==> config.mk <==
export PLATFORM = sky130hd
export DESIGN_NAME = sof_length_crc16_deframer_core
export DESIGN_NICKNAME = d
export VERILOG_FILES = /design/src/rtl/sld_pkg.sv /design/src/rtl/sof_length_crc16_deframer_core.sv /design/src/rtl/sld_crc_byte.sv /design/src/rtl/sld_parser.sv
export SDC_FILE = /design/constraint.sdc
export NUM_CORES = 1
export LEC_CHECK = 0
export CORE_UTILIZATION = 60
export CTS_BUF_LIST = sky130_fd_sc_hd__clkbuf_4 sky130_fd_sc_hd__clkbuf_8 sky130_fd_sc_hd__clkbuf_16
export DETAILED_ROUTE_END_ITERATION = 10
export DONT_BUFFER_PORTS = 1
export PLACE_DENSITY = 0.74
export SETUP_SLACK_MARGIN = 0.5
export SLEW_MARGIN = 20
export SYNTH_ARGS = -nofsm -noshare
export SYNTH_HDL_FRONTEND = slang
export SYNTH_SLANG_ARGS = --single-unit
==> constraint.sdc <==
create_clock -name clk -period 4.5 [get_ports clk]
set_clock_uncertainty 0.2 [all_clocks]
set_input_delay 0.9 -clock clk [delete_from_list [all_inputs] [get_ports clk]]
set_output_delay 0.9 -clock clk [all_outputs]
set_load 0.1 [all_outputs]
==> src/rtl/sld_pkg.sv <==
// Shared types and constants for the start-of-frame, length and CRC-16 deframer.
// No dependencies; every other file of the block imports this package.
package sld_pkg;

  localparam int BUFFER_BYTES_DEF = 128;
  localparam int HDR_BYTES        = 10;
  localparam int CRC_BYTES        = 2;

  localparam logic [15:0] CRC_INIT = 16'hFFFF;
  localparam logic [15:0] CRC_POLY = 16'h1021;
  localparam logic [15:0] CRC_MSB  = 16'h8000;

  localparam logic [7:0] SOF0_RESET  = 8'hAA;
  localparam logic [7:0] SOF1_RESET  = 8'h55;
  localparam logic [7:0] TRACE_RESET = 8'h00;

  typedef enum logic [1:0] {
    CFG_SOF0  = 2'd0,
    CFG_SOF1  = 2'd1,
    CFG_TRACE = 2'd2
  } cfg_idx_t;

  typedef enum logic [1:0] {
    ST_CRC_OK   = 2'd0,
    ST_CRC_BAD  = 2'd1,
    ST_TOO_LONG = 2'd2
  } frame_status_t;

  typedef enum logic {
    KIND_PAYLOAD = 1'b0,
    KIND_SUMMARY = 1'b1
  } item_kind_t;

  typedef struct packed {
    item_kind_t    item_kind;
    logic [7:0]    payload_byte;
    frame_status_t frame_status;
    logic [7:0]    frame_seq;
    logic [31:0]   frame_timestamp;
    logic [7:0]    frame_type;
    logic          is_trace;
    logic [15:0]   payload_length;
    logic          last_of_frame;
  } sld_result_t;

endpackage

==> src/rtl/sof_length_crc16_deframer_core.sv <==
// Deframer top level: input register, frame parser and output register.
// Throughput: one byte per cycle; the only limit is the output register,
// which refills in the cycle it is emptied.
// Reset (rst_n low, synchronous) clears both registers' valid bits, puts the
// parser back to hunting with CRC 0xFFFF and restores the register defaults.
module sof_length_crc16_deframer_core
  import sld_pkg::*;
#(
  parameter int BUFFER_BYTES = BUFFER_BYTES_DEF
) (
  input  logic        clk,
  input  logic        rst_n,
  input  logic        in_tvalid,
  output logic        in_tready,
  input  logic [7:0]  in_tdata,   // [7:0] rx_byte
  output logic        out_tvalid,
  input  logic        out_tready,
  // [7:0] payload_byte, [9:8] frame_status, [17:10] frame_seq,
  // [49:18] frame_timestamp, [57:50] frame_type, [58] is_trace,
  // [74:59] payload_length, [79:75] zero
  output logic [79:0] out_tdata,
  output logic [0:0]  out_tuser,  // [0] item_kind
  output logic        out_tlast,  // last_of_frame
  input  logic        cfg_valid,
  output logic        cfg_ready,
  input  logic [1:0]  cfg_index,
  input  logic [7:0]  cfg_data
);

  logic        in_v_r, in_v_nxt;
  logic [7:0]  in_byte_r, in_byte_nxt;
  logic        out_v_r, out_v_nxt;
  sld_result_t out_r, out_nxt;
  logic [7:0]  sof0_r, sof0_nxt;
  logic [7:0]  sof1_r, sof1_nxt;
  logic [7:0]  trace_r, trace_nxt;
  logic        go;
  logic        res_valid;
  sld_result_t res;

  // The held item is processed whenever the output register is free or
  // being emptied in this cycle.
  assign go        = in_v_r && (!out_v_r || out_tready);
  assign in_tready = !in_v_r || go;
  assign cfg_ready = 1'b1;

  sld_parser #(
    .BUFFER_BYTES (BUFFER_BYTES)
  ) u_parser (
    .clk        (clk),
    .rst_n      (rst_n),
    .step       (go),
    .rx_byte    (in_byte_r),
    .sof0       (sof0_r),
    .sof1       (sof1_r),
    .trace_code (trace_r),
    .res_valid  (res_valid),
    .res        (res)
  );

  always_comb begin
    in_v_nxt    = in_v_r;
    in_byte_nxt = in_byte_r;
    if (in_tvalid && in_tready) begin
      in_v_nxt    = 1'b1;
      in_byte_nxt = in_tdata;
    end else if (go) begin
      in_v_nxt = 1'b0;
    end

    out_v_nxt = out_v_r;
    out_nxt   = out_r;
    if (go) begin
      out_v_nxt = res_valid;
      out_nxt   = res;
    end else if (out_tready) begin
      out_v_nxt = 1'b0;
    end

    sof0_nxt  = sof0_r;
    sof1_nxt  = sof1_r;
    trace_nxt = trace_r;
    if (cfg_valid && cfg_ready) begin
      case (cfg_index)
        CFG_SOF0:  sof0_nxt  = cfg_data;
        CFG_SOF1:  sof1_nxt  = cfg_data;
        CFG_TRACE: trace_nxt = cfg_data;
        default:   ;
      endcase
    end
  end

  always_ff @(posedge clk) begin
    if (!rst_n) begin
      in_v_r  <= 1'b0;
      out_v_r <= 1'b0;
      sof0_r  <= SOF0_RESET;
      sof1_r  <= SOF1_RESET;
      trace_r <= TRACE_RESET;
    end else begin
      in_v_r  <= in_v_nxt;
      out_v_r <= out_v_nxt;
      sof0_r  <= sof0_nxt;
      sof1_r  <= sof1_nxt;
      trace_r <= trace_nxt;
    end
  end

  always_ff @(posedge clk) begin
    in_byte_r <= in_byte_nxt;
    out_r     <= out_nxt;
  end

  assign out_tvalid = out_v_r;
  assign out_tuser  = out_r.item_kind;
  assign out_tlast  = out_r.last_of_frame;
  assign out_tdata  = {5'b00000, out_r.payload_length, out_r.is_trace, out_r.frame_type,
                       out_r.frame_timestamp, out_r.frame_seq, out_r.frame_status,
                       out_r.payload_byte};

endmodule

==> src/rtl/sld_crc_byte.sv <==
// Byte-wide CRC-16/CCITT-FALSE update, MSB first, unrolled over eight bits.
// Depends on sld_pkg for the polynomial.
module sld_crc_byte
  import sld_pkg::*;
(
  input  logic [15:0] crc_in,
  input  logic [7:0]  data_in,
  output logic [15:0] crc_out
);

  always_comb begin
    logic [15:0] c;
    c = crc_in ^ {data_in, 8'h00};
    for (int k = 0; k < 8; k++) begin
      if ((c & CRC_MSB) != 16'h0000) begin
        c = {c[14:0], 1'b0} ^ CRC_POLY;
      end else begin
        c = {c[14:0], 1'b0};
      end
    end
    crc_out = c;
  end

endmodule

==> src/rtl/sld_parser.sv <==
// Frame parser: byte position counter, header holds, CRC accumulator and
// result formation for one byte per step. Depends on sld_pkg and sld_crc_byte.
module sld_parser
  import sld_pkg::*;
#(
  parameter int BUFFER_BYTES = BUFFER_BYTES_DEF
) (
  input  logic        clk,
  input  logic        rst_n,
  input  logic        step,
  input  logic [7:0]  rx_byte,
  input  logic [7:0]  sof0,
  input  logic [7:0]  sof1,
  input  logic [7:0]  trace_code,
  output logic        res_valid,
  output sld_result_t res
);

  // Every position inside a frame that fits stays below BUFFER_BYTES.
  localparam int POS_W = $clog2(BUFFER_BYTES);

  localparam logic [POS_W-1:0] P_HUNT   = POS_W'(0);
  localparam logic [POS_W-1:0] P_SOF1   = POS_W'(1);
  localparam logic [POS_W-1:0] P_SEQ    = POS_W'(2);
  localparam logic [POS_W-1:0] P_TS_END = POS_W'(6);
  localparam logic [POS_W-1:0] P_TYPE   = POS_W'(7);
  localparam logic [POS_W-1:0] P_LEN_LO = POS_W'(8);
  localparam logic [POS_W-1:0] P_HDR    = POS_W'(HDR_BYTES);

  logic [POS_W-1:0] pos_r, pos_nxt;
  logic [15:0]      crc_r, crc_nxt, crc_upd;
  logic [7:0]       seq_r, seq_nxt;
  logic [31:0]      ts_r, ts_nxt;
  logic [7:0]       type_r, type_nxt;
  logic [15:0]      len_r, len_nxt;
  logic [7:0]       crc_lo_r, crc_lo_nxt;
  logic [16:0]      pay_end;
  logic [16:0]      frame_total;
  logic [1:0]       ts_lane;

  sld_crc_byte u_crc (
    .crc_in  (crc_r),
    .data_in (rx_byte),
    .crc_out (crc_upd)
  );

  assign pay_end     = 17'(HDR_BYTES) + {1'b0, len_r};
  assign frame_total = 17'(HDR_BYTES + CRC_BYTES) + {1'b0, rx_byte, len_r[7:0]};
  assign ts_lane     = 2'(pos_r - POS_W'(3));

  always_comb begin
    pos_nxt    = pos_r;
    crc_nxt    = crc_r;
    seq_nxt    = seq_r;
    ts_nxt     = ts_r;
    type_nxt   = type_r;
    len_nxt    = len_r;
    crc_lo_nxt = crc_lo_r;
    res_valid  = 1'b0;
    res        = '0;

    if (step) begin
      if (pos_r == P_HUNT) begin
        if (rx_byte == sof0) begin
          pos_nxt = P_SOF1;
        end
      end else if (pos_r == P_SOF1) begin
        // A wrong second byte is not taken as a new first byte.
        if (rx_byte == sof1) begin
          pos_nxt = P_SEQ;
          crc_nxt = CRC_INIT;
        end else begin
          pos_nxt = P_HUNT;
        end
      end else if (pos_r < P_HDR) begin
        crc_nxt = crc_upd;
        pos_nxt = pos_r + POS_W'(1);
        if (pos_r == P_SEQ) begin
          seq_nxt = rx_byte;
        end else if (pos_r <= P_TS_END) begin
          case (ts_lane)
            2'd0:    ts_nxt[7:0]   = rx_byte;
            2'd1:    ts_nxt[15:8]  = rx_byte;
            2'd2:    ts_nxt[23:16] = rx_byte;
            default: ts_nxt[31:24] = rx_byte;
          endcase
        end else if (pos_r == P_TYPE) begin
          type_nxt = rx_byte;
        end else if (pos_r == P_LEN_LO) begin
          len_nxt[7:0] = rx_byte;
        end else begin
          len_nxt[15:8] = rx_byte;
          if (frame_total > 17'(BUFFER_BYTES)) begin
            pos_nxt   = P_HUNT;
            res_valid = 1'b1;
            res.item_kind       = KIND_SUMMARY;
            res.frame_status    = ST_TOO_LONG;
            res.frame_seq       = seq_r;
            res.frame_timestamp = ts_r;
            res.frame_type      = type_r;
            res.is_trace        = (type_r == trace_code);
            res.payload_length  = len_nxt;
            res.last_of_frame   = 1'b1;
          end
        end
      end else if (17'(pos_r) < pay_end) begin
        crc_nxt   = crc_upd;
        pos_nxt   = pos_r + POS_W'(1);
        res_valid = 1'b1;
        res.item_kind    = KIND_PAYLOAD;
        res.payload_byte = rx_byte;
      end else if (17'(pos_r) == pay_end) begin
        crc_lo_nxt = rx_byte;
        pos_nxt    = pos_r + POS_W'(1);
      end else begin
        pos_nxt   = P_HUNT;
        res_valid = 1'b1;
        res.item_kind       = KIND_SUMMARY;
        res.frame_status    = ({rx_byte, crc_lo_r} == crc_r) ? ST_CRC_OK : ST_CRC_BAD;
        res.frame_seq       = seq_r;
        res.frame_timestamp = ts_r;
        res.frame_type      = type_r;
        res.is_trace        = (type_r == trace_code);
        res.payload_length  = len_r;
        res.last_of_frame   = 1'b1;
      end
    end
  end

  always_ff @(posedge clk) begin
    if (!rst_n) begin
      pos_r    <= P_HUNT;
      crc_r    <= CRC_INIT;
      seq_r    <= 8'h00;
      ts_r     <= 32'h0;
      type_r   <= 8'h00;
      len_r    <= 16'h0;
      crc_lo_r <= 8'h00;
    end else begin
      pos_r    <= pos_nxt;
      crc_r    <= crc_nxt;
      seq_r    <= seq_nxt;
      ts_r     <= ts_nxt;
      type_r   <= type_nxt;
      len_r    <= len_nxt;
      crc_lo_r <= crc_lo_nxt;
    end
  end

endmodule

# Word-level counts from Yosys, hierarchy flattened
# Index checks and enable logic that the tools add are counted.
# word_totals
regBits	206
output_inout_bits	85
wordCells	145
# op_classes
eq_ne	15
reduce_logical	29
n_addsub	4
bitwise	18
order_cmp	4
n_mux	49
# ops
operator	n
two-way mux 68 bit	8
two-way mux 13 bit	8
two-way mux 7 bit	11
two-way mux 16 bit	4
AND reduction 7 bit	5
adder 4 x 16 -> 17 bit, first input constant	2
equality test 8 bit	3
NOT 3 bit	8
equality test 7 x 17 -> 1 bit	1
greater-than comparator 17 x 8 -> 1 bit, second input constant	1
< comparator 7 x 17 -> 1 bit	1
two-way mux 1 bit	17
equality test 16 bit	1
AND reduction 8 bit	2
XOR 16 bit	1
NOT 1 bit	9
AND reduction 2 bit	4
adder 7 x 1 -> 7 bit, second input constant	1
equality test 7 x 1 -> 1 bit, second input constant	1
equality test 7 x 2 -> 1 bit, second input constant	1
equality test 7 x 3 -> 1 bit, second input constant	1
equality test 7 x 4 -> 1 bit, second input constant	1
<= comparator 7 x 3 -> 1 bit, second input constant	1
zero test 7 bit	1
other kinds (18)	26

# Depth between registers and ports, before layout
# Gate-level depths: netlist of the first run.
# logic_depth
ltp_word	20
depth_mapped	12
depth_no_buf	11

# Hierarchy
# A second synthesis of the first run with hierarchy kept.
# unflattened
hier_cells	914
hier_area_um2	9577.9
# modules_own_cells
mod	cells_each	n_inst	seq_area_each_um2	area_each_um2
sld_parser	685	1	1901.8	5491.5
sof_length_crc16_deframer_core	204	1	3072.9	3694.8
sld_crc_byte	25	1	0.0	391.6

# Worst setup path before layout of the first run
# No wires, ideal clock.
# synth_timing
kind	input -> register
start	in out_tready
end	reg u_parser.pos_r[2]
cell_stages	6
slack_ns	0.262
t_arrival_ns	3.968
setup_time_ns	0.070
n_path_buf	0
path_cell_list	nor2b_1 nand2b_1 inv_1 nand2_1 or4b_2 a21oi_1
# synth_between
elab_chain_len	3
# synth_rtl
item	line	rtl
from (decl)	sof_length_crc16_deframer_core.sv:17	input logic out_tready,
logical OR 1 bit	sof_length_crc16_deframer_core.sv:43	assign go = in_v_r && (!out_v_r || out_tready);
logical AND 1 bit	sof_length_crc16_deframer_core.sv:43	
named net go	sof_length_crc16_deframer_core.sv:37	logic go;
AND reduction 2 bit (no line)	-	
to (signal assigned)	sld_parser.sv:140	pos_r <= pos_nxt;
to (decl)	sld_parser.sv:30	logic [POS_W-1:0] pos_r, pos_nxt;
# The timed path passes the listed nets, and every way through them passes these cells.
# A chain may end at the register's enable or synchronous reset.

# Final worst setup path of the first run
# layout_timing
start	reg u_parser.len_r[3]
end	reg u_parser.crc_r[0]
# layout_between
elab_chain_len	4
# layout_rtl
item	line	rtl
from (decl)	sld_parser.sv:35	logic [15:0] len_r, len_nxt;
from (signal assigned)	sld_parser.sv:145	len_r <= len_nxt;
adder 4 x 16 -> 17 bit	sld_parser.sv:47	assign pay_end = 17'(HDR_BYTES) + {1'b0, len_r};
< comparator 7 x 17 -> 1 bit	sld_parser.sv:106	end else if (17'(pos_r) < pay_end) begin
nonzero test 3 bit (no line)	-	
AND reduction 4 bit (no line)	-	
to (signal assigned)	sld_parser.sv:141	crc_r <= crc_nxt;
to (decl)	sld_parser.sv:31	logic [15:0] crc_r, crc_nxt, crc_upd;
# No other way between the ends.

==> results of run 1 <==
layer usage:
| metal | global-route usage (%) | vias up | part of all wire, % |
|---|---|---|---|
| li1 | - | 2702 | - |
| met1 | 33.26 | 2737 | 45 |
| met2 | 39.72 | 187 | 47 |
| met3 | 5.128 | 35 | 6.0 |
| met4 | 7.831 | 0 | 2.2 |
| met5 | 0 | - | 0 |
registers in the layout, summed over array words and instances (netlist names), 7 cells and up:
register           cells
u_parser.crc_lo_r      8
u_parser.crc_r        16
out_tdata             75
trace_r                8
u_parser.pos_r         7
sof1_r                 8
u_parser.len_r        16
in_byte_r              8
u_parser.seq_r         8
u_parser.type_r        8
u_parser.ts_r         32
sof0_r                 8
final cells by class:
type | count | share of cell area, %
flip-flops and latches | 205 | 51.38
multi-input cells | 535 | 38.23
clock buffers | 26 | 5.850
well taps | 184 | 2.392
repair buffers | 11 | 1.066
clock inverters | 11 | 0.8060
inverters | 6 | 0.2730
cell usage in the layout, fill, tap and decap left out, drive strengths merged, types with 3 or more instances in the layout:
master,n
nor4,5
o21a,4
mux2i,99
o21ai,13
a31oi,14
o211ai,4
and3,9
xor2,19
nor2,112
conb,6
edfxtp,84
clkinv,8
nand2,28
clkbuf,26
buf,11
nand3b,3
inv,6
nand3,13
dfxtp,121
xnor2,42
nor3,17
and3b,5
and2,80
or2,3
ha,13
nand4,11
a21oi,12
logic make-up after synthesis:
family	Yosys count	share of synthesized area (%)
mux	100	11.26
flops	205	55.54
simple gates	297	17.47
xor+xnor	61	6.001
other cells	2	0.08436
buf+inv	63	3.289
compound gates	58	4.526
fa+ha+maj	13	1.827
how the worst min path moves through the flow:
stage | slack [ps] | cells after the start | to | startpoint
2_1_floorplan | 250 | 2 | u_parser.seq_r[0] | u_parser.seq_r[0]
3_3_place_gp | 260 | 2 | u_parser.ts_r[14] | u_parser.ts_r[14]
3_5_place_dp | 270 | 2 | u_parser.ts_r[12] | u_parser.ts_r[12]
4_1_cts | 260 | 1 | sof1_r[4] | rst_n
5_1_grt | 260 | 1 | sof0_r[3] | rst_n
6_report | 280 | 1 | sof1_r[4] | rst_n
synthesized netlist by cell type (7+ instances only):
cell | count | share of area (%)
dfxtp_1 | 121 | 27
nor2_1 | 108 | 4.6
mux2i_1 | 99 | 11
edfxtp_1 | 84 | 28
and2_1 | 80 | 5.6
xnor2_1 | 42 | 4.1
nand2_1 | 28 | 1.2
clkbuf_1 | 27 | 1.1
xor2_1 | 19 | 1.9
nor3_1 | 17 | 0.96
a31oi_1 | 13 | 0.91
ha_1 | 13 | 1.8
nand3_1 | 13 | 0.73
a21oi_1 | 12 | 0.67
o21ai_0 | 11 | 0.62
buf_1 | 9 | 0.38
nand4_1 | 9 | 0.63
buf_2 | 8 | 0.45
and3_1 | 7 | 0.49
buf_4 | 7 | 0.59
worst max-delay path: stages (launching register included):
cell and delay, ps:
dfxtp_1 430, a21o_1 240, nand3_1 120, xor2_1 160, ha_1 320, a211oi_1 220
o211ai_1 110, o22ai_1 260, a211oi_4 120, a31oi_4 690, and3_1 290, o21ai_1 70
metrics by stage:
step / area (um2) / hold WS (ps)
5_1_grt: 9624 / 263.7
2_1_floorplan: 8921 / 251.5
3_5_place_dp: 8984 / 274.4
6_report: 9624 / 278.6
3_3_place_gp: 8984 / 264.3
4_1_cts: 9624 / 263.4
power by group:
group	switching (W)	total (W)	internal, W
clock network	0.000687	0.00163	0.000944
logic	0.000108	0.000158	0.0000501
registers	0.000160	0.00212	0.00196
==> metrics.txt, run 1 <==
status finished, final reports clean; die height approximately 120 um; vias post-DR about 5700; worst-path maximum fanout 32; area of the multi-input gates roughly 3700 um2; diodes inserted 0; GRT Util Overall 24.69%; HPWL after DPL about 12000 um; post-route non-filler standard cell count just under 1000; total of max-cap violations 0; Clk pin slew, worst setup/hold paths around 60 ps; Core Area ~14000 um2; fin nets 816; EDFF count, synth 84; routed length per instance 18.91 um; placed insts between 900 and 1000; main flop type after synthesis dfxtp_1; gpl congestion around 0.88; RSZ-0062 raised after global routing false; vias per cell 5.788; Fin Setup TNS 0 ps; initial DRC count 348; Final period util roughly three quarters; max_slew headroom around a third; final total power about 0.0039 W; drt total wl between 15000 and 20000 um; IO Count about 110; die outline width 123.8 um; Yosys cell types between 50 and 60; Post-CTS Resized 0; sequential fraction of the synthesis area between 50% and 60%; largest net degree at the start of global routing 77; cells on worst reg2reg path 11; Final Util 66.47%; FF/Latch Area between 4000 and 5000 um2; Critical Path Source Type register; maximum VDD drop between 0.3 and 0.4 mV; hold_buf cts 0; Synth Register Bits between 200 and 250; # DRC 0; Post-synth ARST share 0%; signal arrival time at the worst endpoint approximately 3600 ps; Final Max Slew Viols 0; CTS sink count ~200; number of global-route vias before repair about 5500; Fillers between 1000 and 1500; yosys warns 0; Synth-to-Final Area Change 8.110%; Setup WS post-layout 1122 ps; Critical Path End Type register; Post-Syn Area per Cell about 11 um2; insertion delay to the later sink of the worst-skew pair approximately 500 ps; Peak Freq just under 0.3 GHz; Root Driver clkbuf_16; initial antenna violation count 0; Static Leakage 3.717 nW; crit path launch u_parser.len_r[3]; Period minus WS final 3378 ps; R2R setup slack between 1000 and 1500 ps; aggregate global routing overflow 0; Max Root-Sink Buffers 3; CP endpoint u_parser.crc_r[0]; postcts setup bufs 0; Port Buffers 0; cell area after synthesis ~8900 um2; Worst Hold Class in2reg; CP Class reg2reg; Slew @ Worst Pin roughly 1000 ps; first-pass GRT wire length between 20000 and 30000 um; # setup viols final 0; pwr/cell area slightly above 400 nW/um2; H-tree lvl count 1; CTS tree built; layout cell share with drive strength beyond 1 under 10%; antenna-violating nets left 0; DR pass1 iterations 5; final number of hold-violating endpoints 0; CTS buffer count 21; Die ar. approximately 15000 um2; Starting Density about 60%; Rows between 40 and 50; worst path required time around 4700 ps; Synth Instances roughly 800; r2r endpoint u_parser.crc_r[0]; Post-Place Setup Slack 1193 ps; R2R Path Start u_parser.len_r[3]
(Power assumes the default switching activity.)
==> inputs of run 2 (changes only) <==
--- a/config.mk
+++ b/config.mk
@@ -5,11 +5,11 @@
 export SDC_FILE = /design/constraint.sdc
 export NUM_CORES = 1
 export LEC_CHECK = 0
-export CORE_UTILIZATION = 60
+export CORE_UTILIZATION = 57
 export CTS_BUF_LIST = sky130_fd_sc_hd__clkbuf_4 sky130_fd_sc_hd__clkbuf_8 sky130_fd_sc_hd__clkbuf_16
 export DETAILED_ROUTE_END_ITERATION = 10
 export DONT_BUFFER_PORTS = 1
-export PLACE_DENSITY = 0.74
+export PLACE_DENSITY = 0.73
 export SETUP_SLACK_MARGIN = 0.5
 export SLEW_MARGIN = 20
 export SYNTH_ARGS = -nofsm -noshare
==> constraint.sdc (replaced) <==
create_clock -name clk -period 3 [get_ports clk]
set_clock_uncertainty 0.2 [all_clocks]
set_input_delay 0.6 -clock clk [delete_from_list [all_inputs] [get_ports clk]]
set_output_delay 0.6 -clock clk [all_outputs]
set_load 0.1 [all_outputs]
==> metrics.txt, run 2 (same netlist as run 1, synthesis figures left out) <==
cell depth of the worst min-delay path 2 (+1); vias per cell 5.706 (-1.4%); Critical Path Source Type register; # DRC 0 (unchanged); RSZ-0062 raised after global routing true; most numerous cell on the critical path buf_12; Final period util 97.96% (+23 points); Starting Density 58.56% (-2.9 points); H-tree lvl count 1 (unchanged); diodes inserted 0 (unchanged); Critical Path, Cell by Cell a21o_1, nand3_1, xor2_1, ha_1, a211oi_2, o211ai_1, o22ai_2, a211oi_4, buf_12, a31oi_4, buf_12, and3_4, o21ai_1; max_slew headroom 34.50% (+1.8 points); clock network power share 42.0% (+0.3 points); Slew @ Worst Pin 982.5 ps (-27.26 ps); max reg flops 75 (unchanged); cells on worst reg2reg path 13 (+2); routed length per instance 19.18 um (+1.4%); GRT Util Overall 24.48% (-0.21 points); maximum VDD drop 0.5189 mV (+68%); Finished Cell Area 10590 um2 (+10%); Root Driver clkbuf_16; DR pass1 iterations 5 (unchanged); CP max-delay cell dfxtp_2; Net Sw Power 0.001411 W (+48%); Worst Hold Class in2reg; Peak Freq 0.3403 GHz (+15%); final number of hold-violating endpoints 0 (unchanged); drt total wl 20070 um (+8.5%); CTS sink count 205 (unchanged); die outline width 127.0 um (+2.6%); worst-path maximum fanout 16 (-50%); insertion delay to the later sink of the worst-skew pair 490 ps (about the same); post-route non-filler standard cell count 1046 (+7.0%); slowest cell delay on critical path 350 ps (-340 ps); largest net degree at the start of global routing 77 (unchanged); initial DRC count 353 (+1.4%); CP Class reg2reg; commonest non-fill, non-tap cell in the layout dfxtp_1; crit path launch u_parser.len_r[1]; cell family with most CP delay compound AO/OA/AOI/OAI gates; final total power 0.005955 W (+52%); worst path required time 3170 ps (-1510 ps); IO Count 108 (unchanged); area of the multi-input gates 3902 um2 (+6.1%); Static Leakage 4.147 nW (+12%); CP bufs+invs 2 (+2); pwr/cell area 562.1 nW/um2 (+38%); number of global-route vias before repair 5805 (+5.3%); R2R Path Start u_parser.len_r[1]; CTS tree built; fin nets 880 (+7.8%); Seq pwr share 53.1% (-1.2 points); Core Area 15200 um2 (+5.0%); antenna-violating nets left 0 (unchanged); gpl congestion 0.9191 (+4.0%); Fillers 1080 (-1.0%); Port Buffers 0 (unchanged); P_int 0.004543 W (+54%); signal arrival time at the worst endpoint 3100 ps (-450 ps); aggregate global routing overflow 0 (unchanged); R2R setup slack 60 ps (-1060 ps); total of max-cap violations 0 (unchanged); combinational share of power 4.9% (+0.9 points); status finished, final reports clean; Synth-to-Final Area Change 19.00%; FF/Latch Area 4957 um2 (+0.25%); Max Root-Sink Buffers 3 (unchanged); r2r endpoint u_parser.crc_r[0]; Period minus WS final 2939 ps (-439.3 ps); Critical Path End Type register; CP Depth 13 (+2); die height 127.0 um (+2.6%); Die ar. 16120 um2 (+5.2%); Rows 45 (+2.3%); placed insts 972 (+3.3%); most frequent cells in the layout 115 x dfxtp_1, 106 x nor2_1, 99 x mux2i_1, 84 x edfxtp_1, 61 x and2_1; Sw Share 23.70% (-0.70 points); CP endpoint u_parser.crc_r[0]; initial antenna violation count 0 (unchanged); CTS buffer count 21 (unchanged); Placed Area 9280 um2 (+3.3%); Clk pin slew, worst setup/hold paths 60 ps (about the same); HPWL after DPL 12760 um (+6.9%); layout cell share with drive strength beyond 1 19.23% (+11 points); Final Max Slew Viols 0 (unchanged); # setup viols final 0 (unchanged); first-pass GRT wire length 30810 um (+6.1%); vias post-DR 5968 (+5.4%)
==> run 2: cell types whose count changed in the layout (fill, tap and decap cells not counted), sizes merged <==
cell	previous run	this run
buf	11	56
inv	6	5
clkinvlp	2	1
dlygate4sd3	0	17
clkbuf	26	32
clkinv	8	6
==> run 2: how the worst min path moves through the flow <==
stage | from | end | slack, ps
floorplan | u_parser.seq_r[0] | u_parser.seq_r[0] | 250
global placement | u_parser.ts_r[26] | u_parser.ts_r[26] | 270
detailed placement | u_parser.ts_r[22] | u_parser.ts_r[22] | 270
CTS | rst_n | u_parser.crc_r[1] | -20
global route | in_tvalid | in_v_r | 50
finish | in_tvalid | in_v_r | 30
==> run 2: layout make-up <==
cell class                      instances  share of cell area, %
Clock inverter                          7                 0.5551
Timing Repair Buffer                   75                  7.571
Clock buffer                           30                  5.775
Sequential cell                       205                  46.79
Inverter                                6                 0.2480
Multi-Input combinational cell        535                  36.84
Tap cell                              188                  2.220
==> run 2: layer usage <==
metal / routed length, um / global-route usage [%] / vias up
met3: 1047 / 3.978 / 31
met4: 438 / 6.793 / 0
met5: 0 / 0 / -
met1: 8702 / 32.21 / 2913
li1: - / - / 2837
met2: 9878 / 41.95 / 187
==> run 2: per-stage QoR <==
step | hold WS, ps | setup slack [ps] | util, % | setup TNS [ps]
2_1_floorplan | 252.2 | 187.5 | - | 0
3_3_place_gp | 265.4 | 52.84 | 61.05 | 0
3_5_place_dp | 274.2 | -20.32 | 61.05 | -37.25
4_1_cts | -15.42 | 144.0 | 68.47 | 0
5_1_grt | 50.48 | -25.55 | 69.69 | -141.7
6_report | 34.35 | 61.12 | 69.69 | 0
==> run 2: repair_timing <==
action                     in CTS  in global routing
hold buffers                   16                  1
pin swaps                      24                 16
setup buffers                  14                  1
setup endpoints to repair     139                145
gates resized for setup        29                 34
cloned                          2                  3
hold endpoints to repair       21                  5
==> run 2: power groups by stage <==
| stage | clock network, W | registers, W | logic (W) |
|---|---|---|---|
| 2_1_floorplan | 0 | 0.00319 | 0.000218 |
| 3_3_place_gp | 0 | 0.00322 | 0.000264 |
| 3_5_place_dp | 0 | 0.00322 | 0.000270 |
| 4_1_cts | 0.00254 | 0.00316 | 0.000286 |
| 5_1_grt | 0.00265 | 0.00317 | 0.000307 |
| 6_report | 0.00250 | 0.00316 | 0.000290 |
==> inputs of run 3 (changes only) <==
--- a/config.mk
+++ b/config.mk
@@ -5,11 +5,11 @@
 export SDC_FILE = /design/constraint.sdc
 export NUM_CORES = 1
 export LEC_CHECK = 0
-export CORE_UTILIZATION = 57
+export CORE_UTILIZATION = 60
 export CTS_BUF_LIST = sky130_fd_sc_hd__clkbuf_4 sky130_fd_sc_hd__clkbuf_8 sky130_fd_sc_hd__clkbuf_16
 export DETAILED_ROUTE_END_ITERATION = 10
 export DONT_BUFFER_PORTS = 1
-export PLACE_DENSITY = 0.73
+export PLACE_DENSITY = 0.74
 export SETUP_SLACK_MARGIN = 0.5
 export SLEW_MARGIN = 20
 export SYNTH_ARGS = -nofsm -noshare
==> constraint.sdc (replaced) <==
create_clock -name clk -period 3.1 [get_ports clk]
set_clock_uncertainty 0.2 [all_clocks]
set_input_delay 0.62 -clock clk [delete_from_list [all_inputs] [get_ports clk]]
set_output_delay 0.62 -clock clk [all_outputs]
set_load 0.1 [all_outputs]
==> metrics.txt, run 3 (same netlist as run 1, synthesis figures left out) <==
cell depth of the worst min-delay path 1 (-1); first-pass GRT wire length 30680 um (-0.43%); Worst Hold Class in2reg; vias post-DR 5988 (+0.34%); gpl congestion 0.9410 (+2.4%); drt total wl 20090 um (+0.13%); cells on worst reg2reg path 12 (-1); DR pass1 iterations 5 (unchanged); worst path required time 3250 ps (+80 ps); GRT Util Overall 26.28% (+1.8 points); die height 123.8 um (-2.5%); max reg flops 75 (unchanged); Root Driver clkbuf_16; # DRC 0 (unchanged); Worst Hold Path EP u_parser.crc_r[0]; Max Root-Sink Buffers 3 (unchanged); worst-path maximum fanout 8 (-8); Critical Path Source Type register; Finished Cell Area 10360 um2 (-2.2%); vias per cell 5.911 (+3.6%); pwr/cell area 576.0 nW/um2 (+2.5%); Final Max Slew Viols 0 (unchanged); number of global-route vias before repair 5768 (-0.64%); Die ar. 15330 um2 (-4.9%); Core Area 14480 um2 (-4.8%); most frequent cells in the layout 117 x dfxtp_1, 103 x nor2_1, 99 x mux2i_1, 84 x edfxtp_1, 69 x and2_1; die outline width 123.8 um (-2.5%); Port Buffers 0 (unchanged); insertion delay to the later sink of the worst-skew pair 490 ps (about the same); Peak Freq 0.3447 GHz (+1.3%); Placed Area 9220 um2 (-0.65%); initial DRC count 524 (+48%); Fin Setup TNS 0 ps (unchanged); R2R Path Start u_parser.len_r[2]; Post-Place Setup Slack 17.28 ps (+37.59 ps); Static Leakage 4.042 nW (-2.5%); Starting Density 61.48% (+2.9 points); Slew @ Worst Pin 928.8 ps (-53.66 ps); CP Class reg2reg; final number of hold-violating endpoints 0 (unchanged); CTS tree built; # setup viols final 0 (unchanged); Critical Path End Type register; HPWL after DPL 12520 um (-1.8%); r2r endpoint u_parser.crc_lo_r[4]; max_slew headroom 38.21% (+3.7 points); total of max-cap violations 0 (unchanged); aggregate global routing overflow 0 (unchanged); IO Count 108 (unchanged); R2R setup slack 200 ps (+140 ps); maximum VDD drop 0.3832 mV (-26%); commonest non-fill, non-tap cell in the layout dfxtp_1; Synth-to-Final Area Change 16.36%; initial antenna violation count 0 (unchanged); fin nets 851 (-3.3%); Final period util 93.59% (-4.4 points); Hold Path Origin rst_n; routed length per instance 19.84 um (+3.4%); Period minus WS final 2901 ps (-37.74 ps); layout cell share with drive strength beyond 1 16.65% (-2.6 points); signal arrival time at the worst endpoint 3050 ps (-50 ps); RSZ-0062 raised after global routing true; CTS sink count 205 (unchanged); Fillers 1003 (-7.1%); status finished, final reports clean; Rows 44 (-2.2%); largest net degree at the start of global routing 70 (-9.1%); Clk pin slew, worst setup/hold paths 60 ps (about the same); H-tree lvl count 1 (unchanged); Setup WS post-layout 198.9 ps (+137.7 ps); diodes inserted 0 (unchanged); CTS buffer count 21 (unchanged); antenna-violating nets left 0 (unchanged)
-- run 3: changes by cell type in the layout (fill, tap and decap cells not counted), sizes merged --
cell,previous run,this run
bufinv,1,3
clkinv,6,4
clkbuf,32,29
buf,56,45
dlygate4sd3,17,1
inv,5,6
-- run 3: repair_timing --
| action | in CTS | in global routing |
|---|---|---|
| buffers inserted | 10 | 4 |
| hold buffers | 1 | 0 |
| cloned | 3 | 0 |
| gates resized for setup | 30 | 21 |
| pin swaps | 13 | 8 |
| setup endpoints to repair | 147 | 138 |
| hold endpoints to repair | 8 | 0 |
-- run 3: how the worst max path moves through the flow --
stage	from	end	slack (ps)	depth (start not counted)
floorplan	out_tvalid	u_parser.pos_r[1]	280	7
global placement	u_parser.len_r[1]	out_tdata[34]	130	11
detailed placement	u_parser.len_r[1]	out_tdata[34]	20	11
CTS	u_parser.len_r[2]	u_parser.crc_lo_r[4]	260	11
global route	u_parser.len_r[2]	u_parser.crc_lo_r[4]	70	12
finish	u_parser.len_r[2]	u_parser.crc_lo_r[4]	200	12
-- run 3: per-stage QoR --
step / cells / utilization [%] / hold slack, ps / power [W]
2_1_floorplan: 803 / - / 252.2 / 0.003302
3_3_place_gp: 958 / 63.68 / 264.6 / 0.003369
3_5_place_dp: 958 / 63.68 / 274.7 / 0.003376
4_1_cts: 1009 / 70.64 / 0.1422 / 0.006001
5_1_grt: 1013 / 71.54 / 2.355 / 0.006123
6_report: 1013 / 71.54 / 14.36 / 0.005967
-- run 3: where the power goes --
part           internal, W  switching (W)  leakage, nW
logic            0.0000844       0.000203         1.85
clock network      0.00164        0.00101        0.364
registers          0.00284       0.000191         1.83
total              0.00456        0.00140         4.04
-- run 3: layout make-up --
class,count,area [um2],share of cell area (%)
tap,184,230.2,2.222
multi-input combinational,535,3856,37.23
inverter,6,26.28,0.2537
sequential,205,4957,47.86
clock buffer,29,616.8,5.955
clock inverter,8,112.6,1.087
timing repair buffer,46,559.3,5.399
-- run 3: metal layers --
| metal | GRT usage, % | up-vias | part of all wire, % |
|---|---|---|---|
| li1 | - | 2788 | - |
| met1 | 32.95 | 2932 | 42 |
| met2 | 45.07 | 233 | 49 |
| met3 | 4.991 | 35 | 6.8 |
| met4 | 9.337 | 0 | 2.3 |
| met5 | 0 | - | 0 |
-- run 3: critical path, cell delays in order (launching register included) --
cell and delay (ps):
dfxtp_2 350, a21o_1 170, nand3_1 100, xor2_1 170, ha_1 340, buf_6 110
o21a_1 140, nor2_2 60, a211oi_4 440, buf_12 170, nand4_4 210, mux2i_1 240
nor2_1 60
